===== config.mk =====
export PLATFORM = sky130hd
export DESIGN_NAME = random_pick_slot_queue_top
export DESIGN_NICKNAME = d
export VERILOG_FILES = /design/src/rpsq_pkg.sv /design/src/random_pick_slot_queue_top.sv
export VERILOG_INCLUDE_DIRS = /design/src /design/src/src
export SDC_FILE = /design/constraint.sdc
export NUM_CORES = 1
export LEC_CHECK = 0
export ABC_CLOCK_PERIOD_IN_PS = 11200
export BUFFER_PORTS_ARGS = -buffer_cell sky130_fd_sc_hd__clkbuf_2
export CORE_UTILIZATION = 40
export CTS_CLUSTER_SIZE = 40
export DETAILED_ROUTE_END_ITERATION = 10
export PLACE_DENSITY_LB_ADDON = 0.2
export SYNTH_ARGS = -nofsm -noshare
export SYNTH_HDL_FRONTEND = slang
export SYNTH_SLANG_ARGS = --single-unit
export TNS_END_PERCENT = 100

===== constraint.sdc =====
create_clock -name clk_i -period 11.2 [get_ports clk_i]
set_input_delay 2.24 -clock clk_i [delete_from_list [all_inputs] [get_ports clk_i]]
set_output_delay 2.24 -clock clk_i [all_outputs]
set_load 0.02 [all_outputs]

===== src/assert_macros.svh =====
// ----------------------------------------------------------------------------
// Assertion macros
// Concurrent assertion wrappers shared by the RTL; empty in synthesis.
// ----------------------------------------------------------------------------
`ifndef ASSERT_MACROS_SVH
`define ASSERT_MACROS_SVH

`ifndef SYNTHESIS
`define RPSQ_ASSERT(lbl, clk, rstn, prop) \
  lbl: assert property (@(posedge clk) disable iff (!rstn) prop) \
    else $error("%m: assertion failed");
`define RPSQ_ASSERT_ALWAYS(lbl, clk, prop) \
  lbl: assert property (@(posedge clk) prop) \
    else $error("%m: assertion failed");
`else
`define RPSQ_ASSERT(lbl, clk, rstn, prop)
`define RPSQ_ASSERT_ALWAYS(lbl, clk, prop)
`endif

`endif


===== src/rpsq_pkg.sv =====
// ----------------------------------------------------------------------------
// Random-pick slot queue package
// Field widths, reset values and status codes of the slot queue.
// ----------------------------------------------------------------------------
`timescale 1ns / 1ps
`default_nettype none

package rpsq_pkg;

  localparam int unsigned SlotsDefault = 16;

  localparam int unsigned CapW = 5;
  localparam int unsigned ValW = 32;
  localparam int unsigned RndW = 16;
  localparam int unsigned StatW = 2;

  // Highest capacity the register can express; no slot above it is ever used.
  localparam int unsigned MaxSlots = (2 ** CapW) - 1;

  localparam logic [CapW-1:0] CapReset = CapW'(12);

  localparam logic [StatW-1:0] StatusOk = 2'd0;
  localparam logic [StatW-1:0] StatusFull = 2'd1;
  localparam logic [StatW-1:0] StatusEmpty = 2'd2;

  localparam logic [ValW-1:0] EmptyValue = '1;

endpackage

`default_nettype wire


===== src/random_pick_slot_queue_top.sv =====
// ----------------------------------------------------------------------------
// Random-pick slot queue
// Slot store with put to the lowest free slot and get from a random slot.
// ----------------------------------------------------------------------------
// Every transaction produces one result. A put when the count has already reached
// the capacity skips the search; otherwise the free-slot search visits k slots
// (1 to capacity), counting upward from slot 0. A get on an empty store skips
// the search; any other get first forms the bit-serial remainder of the random
// value by the capacity, then runs the one-slot-per-cycle search for a used
// slot, visiting k slots (1 up to the slot count), and then does the registered
// read of the value memory. The next transaction is taken as soon as the result
// has moved into the output register.
`timescale 1ns / 1ps
`default_nettype none

`include "assert_macros.svh"

module random_pick_slot_queue_top #(
  parameter int unsigned SLOTS = rpsq_pkg::SlotsDefault
) (
  input  wire logic        clk_i,
  input  wire logic        rst_ni,

  input  wire logic        cfg_we_i,
  input  wire logic [4:0]  cfg_wdata_i,     // capacity

  input  wire logic        s_axis_tvalid,
  output logic             s_axis_tready,
  input  wire logic [47:0] s_axis_tdata,    // put_value[31:0], random_value[47:32]
  input  wire logic        s_axis_tuser,    // opcode

  output logic             m_axis_tvalid,
  input  wire logic        m_axis_tready,
  output logic [39:0]      m_axis_tdata,    // got_value[31:0], count_after[36:32],
                                            // is_empty[37], is_full[38], zero[39]
  output logic [1:0]       m_axis_tuser     // status
);

  localparam int unsigned CapW = rpsq_pkg::CapW;
  localparam int unsigned ValW = rpsq_pkg::ValW;
  localparam int unsigned RndW = rpsq_pkg::RndW;
  localparam int unsigned StatW = rpsq_pkg::StatW;
  localparam int unsigned NumSlots =
    (SLOTS < rpsq_pkg::MaxSlots) ? SLOTS : rpsq_pkg::MaxSlots;
  localparam int unsigned IdxW = (NumSlots > 1) ? $clog2(NumSlots) : 1;
  localparam int unsigned BitW = $clog2(RndW);

  localparam logic [2:0] StIdle = 3'd0;
  localparam logic [2:0] StDiv  = 3'd1;
  localparam logic [2:0] StScan = 3'd2;
  localparam logic [2:0] StRead = 3'd3;
  localparam logic [2:0] StDone = 3'd4;

  localparam logic OpPut = 1'b0;
  localparam logic OpGet = 1'b1;

  logic [2:0]             state_q, state_d;
  logic [CapW-1:0]        cap_q;
  logic [CapW-1:0]        cap_eff;
  logic                   op_q, op_d;
  logic signed [ValW-1:0] val_q, val_d;
  logic [RndW-1:0]        rnd_q, rnd_d;
  logic [CapW-1:0]        rem_q, rem_d;
  logic [CapW:0]          trial;
  logic [BitW-1:0]        bit_q, bit_d;
  logic [IdxW-1:0]        pos_q, pos_d;
  logic [CapW-1:0]        pos_inc;
  logic [NumSlots-1:0]    used_q, used_d;
  logic [CapW-1:0]        count_q, count_d;
  logic signed [ValW-1:0] res_got_q, res_got_d;
  logic [StatW-1:0]       res_stat_q, res_stat_d;
  logic                   mem_we;
  logic signed [ValW-1:0] mem_q [NumSlots];
  logic signed [ValW-1:0] rdata_q;

  logic                   out_valid_q, out_valid_d;
  logic signed [ValW-1:0] out_got_q, out_got_d;
  logic [StatW-1:0]       out_stat_q, out_stat_d;
  logic [CapW-1:0]        out_count_q, out_count_d;
  logic                   out_empty_q, out_empty_d;
  logic                   out_full_q, out_full_d;

  always_comb begin
    if (cap_q == '0) begin
      cap_eff = CapW'(1);
    end else if (cap_q > CapW'(NumSlots)) begin
      cap_eff = CapW'(NumSlots);
    end else begin
      cap_eff = cap_q;
    end
  end

  assign trial = {rem_q, rnd_q[RndW-1]};
  assign pos_inc = CapW'(pos_q) + CapW'(1);

  always_comb begin
    state_d = state_q;
    op_d = op_q;
    val_d = val_q;
    rnd_d = rnd_q;
    rem_d = rem_q;
    bit_d = bit_q;
    pos_d = pos_q;
    used_d = used_q;
    count_d = count_q;
    res_got_d = res_got_q;
    res_stat_d = res_stat_q;
    mem_we = 1'b0;
    out_valid_d = out_valid_q;
    out_got_d = out_got_q;
    out_stat_d = out_stat_q;
    out_count_d = out_count_q;
    out_empty_d = out_empty_q;
    out_full_d = out_full_q;

    if (out_valid_q && m_axis_tready) begin
      out_valid_d = 1'b0;
    end

    unique case (state_q)
      StIdle: begin
        if (s_axis_tvalid) begin
          op_d = s_axis_tuser;
          val_d = s_axis_tdata[31:0];
          rnd_d = s_axis_tdata[47:32];
          rem_d = '0;
          bit_d = BitW'(RndW - 1);
          pos_d = '0;
          res_got_d = '0;
          res_stat_d = rpsq_pkg::StatusOk;
          if (s_axis_tuser == OpPut) begin
            if (count_q >= cap_eff) begin
              res_stat_d = rpsq_pkg::StatusFull;
              state_d = StDone;
            end else begin
              state_d = StScan;
            end
          end else begin
            if (count_q == '0) begin
              res_got_d = rpsq_pkg::EmptyValue;
              res_stat_d = rpsq_pkg::StatusEmpty;
              state_d = StDone;
            end else begin
              state_d = StDiv;
            end
          end
        end
      end
      StDiv: begin
        if (trial >= {1'b0, cap_eff}) begin
          rem_d = CapW'(trial - {1'b0, cap_eff});
        end else begin
          rem_d = trial[CapW-1:0];
        end
        rnd_d = rnd_q << 1;
        bit_d = bit_q - BitW'(1);
        if (bit_q == '0) begin
          pos_d = rem_d[IdxW-1:0];
          state_d = StScan;
        end
      end
      StScan: begin
        if (op_q == OpPut) begin
          if (!used_q[pos_q]) begin
            mem_we = 1'b1;
            used_d[pos_q] = 1'b1;
            count_d = count_q + CapW'(1);
            state_d = StDone;
          end else if (pos_inc == cap_eff) begin
            res_stat_d = rpsq_pkg::StatusFull;
            state_d = StDone;
          end else begin
            pos_d = pos_q + IdxW'(1);
          end
        end else begin
          if (used_q[pos_q]) begin
            used_d[pos_q] = 1'b0;
            count_d = count_q - CapW'(1);
            state_d = StRead;
          end else if (pos_q == IdxW'(NumSlots - 1)) begin
            pos_d = '0;
          end else begin
            pos_d = pos_q + IdxW'(1);
          end
        end
      end
      StRead: begin
        res_got_d = rdata_q;
        state_d = StDone;
      end
      StDone: begin
        if (!out_valid_q || m_axis_tready) begin
          out_valid_d = 1'b1;
          out_got_d = res_got_q;
          out_stat_d = res_stat_q;
          out_count_d = count_q;
          out_empty_d = (count_q == '0);
          out_full_d = (count_q >= cap_eff);
          state_d = StIdle;
        end
      end
      default: begin
        state_d = StIdle;
      end
    endcase
  end

  always_ff @(posedge clk_i or negedge rst_ni) begin
    if (!rst_ni) begin
      state_q <= StIdle;
      cap_q <= rpsq_pkg::CapReset;
      used_q <= '0;
      count_q <= '0;
      out_valid_q <= 1'b0;
    end else begin
      state_q <= state_d;
      if (cfg_we_i) begin
        cap_q <= cfg_wdata_i;
      end
      used_q <= used_d;
      count_q <= count_d;
      out_valid_q <= out_valid_d;
    end
  end

  always_ff @(posedge clk_i) begin
    op_q <= op_d;
    val_q <= val_d;
    rnd_q <= rnd_d;
    rem_q <= rem_d;
    bit_q <= bit_d;
    pos_q <= pos_d;
    res_got_q <= res_got_d;
    res_stat_q <= res_stat_d;
    out_got_q <= out_got_d;
    out_stat_q <= out_stat_d;
    out_count_q <= out_count_d;
    out_empty_q <= out_empty_d;
    out_full_q <= out_full_d;
  end

  always_ff @(posedge clk_i) begin
    if (mem_we) begin
      mem_q[pos_q] <= val_q;
    end
    rdata_q <= mem_q[pos_q];
  end

  assign s_axis_tready = (state_q == StIdle);
  assign m_axis_tvalid = out_valid_q;
  assign m_axis_tdata = {1'b0, out_full_q, out_empty_q, out_count_q, out_got_q};
  assign m_axis_tuser = out_stat_q;

  `RPSQ_ASSERT(a_count_matches_used, clk_i, rst_ni, $countones(used_q) == int'(count_q))
  `RPSQ_ASSERT(a_get_scan_not_empty, clk_i, rst_ni, (state_q == StScan && op_q == OpGet) |-> count_q != '0)
  `RPSQ_ASSERT(a_empty_returns_minus_one, clk_i, rst_ni, (out_valid_q && out_stat_q == rpsq_pkg::StatusEmpty) |-> out_got_q == rpsq_pkg::EmptyValue)
  `RPSQ_ASSERT(a_count_bounded, clk_i, rst_ni, count_q <= CapW'(NumSlots))
  `RPSQ_ASSERT_ALWAYS(a_reset_clears_valid, clk_i, !rst_ni |=> !out_valid_q)

endmodule

`default_nettype wire

[Word level (Yosys, flattened, before mapping)]
Memory sizes are Yosys's and may differ from the RTL's. A register that Yosys moved wholly into a read port is not among the register bits.
Index checks and enable logic that the tools add are counted.
Storage, ports and cells
  bits in registers: 167
  bits in writable memories: 512
  input bits: 59
  output and inout port bits: 44
  logic and storage cells: 130
  memories: 1
Cells by class
  add/sub/neg operators: 6
  $lt $le $gt $ge: 5
  eq/ne operators: 19
  muxes and demuxes: 58
  bitwise operators: 3
  reductions and logical operators: 20
Memories
  mem_q: words 16, width 32, read ports 1, clocked after Yosys merged registers in 1, write ports 1, RTL line random_pick_slot_queue_top.sv:73  | logic signed [ValW-1:0] mem_q [NumSlots];
Operator list (number)
  $mux 32: 3
  $mux 16: 4
  $pmux 32 s2: 1
  $mux 5: 7
  $mux 4: 8
  $pmux 16 s2: 1
  $mux 3: 10
  $and 16x16->16: 1
  $not 16->16: 1
  $or 16x16->16: 1
  $pmux 3 s5: 1
  $ne 2x2->1 const B: 7
  $mux 2: 6
  $ne 3x3->1 const B: 4
  $pmux 4 s3: 1
  $mux 1: 11
  $logic_not 5->1: 2
  $pmux 5 s2: 1
  $reduce_and 5->1: 2
  $pmux 4 s2: 1
  $reduce_and 2->1: 4
  $eq 3x2->1 const B: 2
  $ge 6x5->1: 1
  $reduce_and 6->1: 1
  other kinds (27): 30

[Longest topological paths before layout]
  word-level depth: 8
  mapped depth: 11
  depth with buffers taken out: 10

[Least setup slack after synthesis]
OpenSTA, ideal clock, no wires.
  path type: input to register
  start point: in m_axis_tready
  end point: reg out_stat_q[0], in the netlist m_axis_tuser[0], enable pin
  library setup time: 0.453 ns
  data arrival time: 4.258 ns
  required time: 10.747 ns
  slack: 6.489 ns
  stages: 2
  cell sequence: inv_1 > a21oi_1
Between the ends
  word-level cells in the longest chain between the ends: 2
Ends and longest elaborated chain
  start: declaration: RTL line random_pick_slot_queue_top.sv:33  | input wire logic m_axis_tready,
  $logic_or 1x1->1: RTL line random_pick_slot_queue_top.sv:192  | if (!out_valid_q || m_axis_tready) begin
  $reduce_and 2->1 (no line)
  end signal: assignment: RTL line random_pick_slot_queue_top.sv:236  | out_stat_q <= out_stat_d;
  end: declaration: RTL line random_pick_slot_queue_top.sv:78  | logic [StatW-1:0] out_stat_q, out_stat_d;
No other way between the ends.
A chain may end at the register's enable or synchronous reset.

[Final worst setup path]
  start point: reg state_q[0]
  end point: out s_axis_tready
Between the ends
  word-level cells in the longest chain between the ends: 1
Ends and longest elaborated chain
  start: declaration: RTL line random_pick_slot_queue_top.sv:57  | logic [2:0] state_q, state_d;
  start signal: assignment: RTL line random_pick_slot_queue_top.sv:210  | state_q <= StIdle;
  start signal: assignment: RTL line random_pick_slot_queue_top.sv:216  | state_q <= state_d;
  $logic_not 3->1: RTL line random_pick_slot_queue_top.sv:249  | assign s_axis_tready = (state_q == StIdle);
  end: declaration: RTL line random_pick_slot_queue_top.sv:28  | output logic s_axis_tready,
No other way between the ends.

==> qor.txt <==
total CTS buffers: 77
critical path endpoint category: primary output
FFs w/ async S/R, synth: 4.22%
RePlAce Congestion: 0.755
Hold/Removal Path Class: flop to flop
Post-CTS Resized: 0
full die area: 0.0689 mm²
fin crit share: 40.1%
peak supply drop: 240 µV
first-pass GRT wire length: 84800 µm
drt drc: 0
Initial Util: 40.4%
H-tree levels: 3
critical path class: flop to primary output
flops & latches, synth: 711
post-DP HPWL: 31100 µm
worst slack, placed: 6.92 ns
Diodes inserted: 0
Max-slew headroom: 16.6%
Sink Count: 711
total setup buffers inserted after CTS: 0
Slew @ Worst Pin: 1.25 ns
Tot Pwr: 7890 µW
clk root buf: clkbuf_16
I/O pin cnt: 103
Post-synth EDFFs: 649
Fmax: 222 MHz
Site Rows: 95
Via Count: 12.5k
Distinct cells, synth: 64
pwr/cell area: 253 mW/mm²
Iteration-0 DRC Markers: 1024
WP data arrival: 2.26 ns
Post-Syn Area: 0.0271 mm²
CTS Buffer Depth: 3
Syn Inst Count: 1285
largest net degree at the start of global routing: 137
min Tclk post-route: 4.50 ns
skew final: 0.0219 ns
hold buffer count at cts: 0
RSZ-0062 raised after global routing: false
count of input and output buffers: 101
Setup TNS Final: 0 ns
maximum net fanout on the critical path: 40
Worst-path clk slew: 0.06 ns
Final nets: 1509
routed length per instance: 23.4 µm
hold violation total from the final report: 0
drt pass-1 iters: 5
Startpoint Class: flop
core region area: 0.0672 mm²
drt total wl: 55300 µm
syn avg cell area: 21.1 µm²
share of layout cells above drive strength 1: 31.0%
Synth top area share: 71.8%
P&R area growth vs syn: 15.1%
outcome: complete, no violations
GR Overflow Total: 0
dominant synthesized flop cell: edfxtp_1
final instance area: 0.0312 mm²
Final ANT Viol Nets: 0
max-capacitance violation count: 0
Inst Count DP: 2223
Die Y: 263 µm
vias in the first global route: 13.2k
Leakage: 0.0104 µW
most area-consuming cells after synthesis: edfxtp_1, mux4_2, dfrtp_1, dfxtp_1, nand2_1
antenna violations before repair: 0
fin cells: 2367
final count of pins violating max slew: 0
Die W: 263 µm
vias per cell: 5.29
Final Setup Violations: 0
post-synth top area cell: edfxtp_1
final-layout fill cell count: 5572
Clock Latency Late Sink: 0.62 ns
TritonCTS clock tree: built
post-synthesis sequential area ratio: 76.9%
GRT Util Overall: 16.5%
setup ws final: 6.70 ns
syn_nets: 1365
Worst EP required: 8.96 ns
YS warnings: 0
placed instance area: 0.0288 mm²
sequential cells by signal, indices dropped and copies added (netlist names), named ones only:
register       cells
op_q               1
rnd_q             16
out_count_q        5
out_got_q         32
m_axis_tuser       2
bit_q              4
mem_q            512
out_full_q         1
res_stat_q         2
cap_q              5
pos_q              4
rdata_q           32
state_q            3
count_q            5
m_axis_tvalid      1
val_q             32
res_got_q         32
out_empty_q        1
rem_q              5
power breakdown:
group | switching, µW | total, µW | internal (µW)
clock network | 1020 | 2450 | 1430
logic | 970 | 1800 | 827
registers | 262 | 3640 | 3380
total | 2250 | 7890 | 5640
worst max-delay path: stages, from the launching register on:
cell,delay (ns)
dfrtp_2,0.81
nor3_1,0.57
clkbuf_2,0.26
area by class of cell:
| cell class | instances | area [µm²] | share of cell area [%] |
|---|---|---|---|
| repair buffers | 129 | 728 | 2.33 |
| multi-input cells | 486 | 5970 | 19.1 |
| inverters | 24 | 90.1 | 0.288 |
| well taps | 873 | 1090 | 3.50 |
| clock buffers | 116 | 2180 | 6.99 |
| flip-flops and latches | 711 | 20900 | 66.9 |
| clock inverters | 28 | 287 | 0.917 |
layer usage:
| layer | vias to the layer above | share of wire [%] | global-route usage [%] |
|---|---|---|---|
| met5 | - | 0 | 0 |
| met4 | 0 | 2.4 | 5.01 |
| met3 | 88 | 4.9 | 3.69 |
| met2 | 262 | 47 | 26.0 |
| met1 | 6633 | 45 | 23.0 |
| li1 | 5550 | - | - |
cell usage after synthesis (all sizes together), types with 20 or more instances:
cell    number
edfxtp     649
nand2       86
a31o        32
buf         32
nor2        24
dfrtp       28
dfxtp       32
inv         24
mux4       164
ha          20
clkbuf      32
per-stage QoR:
step,util [%],hold slack [ns]
finish,46.5,0.418
CTS,46.5,0.421
floorplan,-,0.400
detailed placement,42.8,0.405
global placement,42.8,0.403
global route,46.5,0.422
cells in the final DEF (no fill, tap or decap), types with 8 or more instances in the layout:
cell         n
a21oi_1     10
a31o_1      12
a31o_2      20
buf_4       27
clkbuf_1    29
clkbuf_16   78
clkbuf_2   101
clkbuf_8     9
clkinv_2    12
dfrtp_1     27
dfxtp_1     32
edfxtp_1   649
ha_1        20
inv_1       19
mux2_1      15
mux4_2     164
nand2_1     85
nand2b_1     8
nand3_1     11
nor2_1      11
nor2_4      13
nor3_1      10
o21ai_0     13
xnor2_1      8
final timing paths:
kind | slack (ns) | to | from | cells past startpoint
max | 6.70 | s_axis_tready | state_q[0] | 2
min | 0.42 | out_got_q[1] | res_got_q[1] | 0
max reg2reg | 7.08 | mem_q[14][20] | pos_q[1] | 8
min reg2reg | 0.42 | out_got_q[1] | res_got_q[1] | 0
max in group asynchronous | 8.93 | state_q[0] | rst_ni | 1
min in group asynchronous | 1.71 | cap_q[1] | rst_ni | 1
logic make-up (layout without fill, tap and decap cells):
family                     after synthesis  in the layout  synth area share [%]
buffers and inverters                   88            297                  1.62
adders and majority gates               22             22                  1.03
other                                    1              1                0.0138
DFF                                    711            711                  76.9
muxes                                  187            187                  14.5
and+or+nand+nor                        171            171                  2.94
AOI/OAI and AO/OA                       93             93                  2.49
xor gates and xnor gates                12             12                 0.438
(Power assumes the default switching activity.)
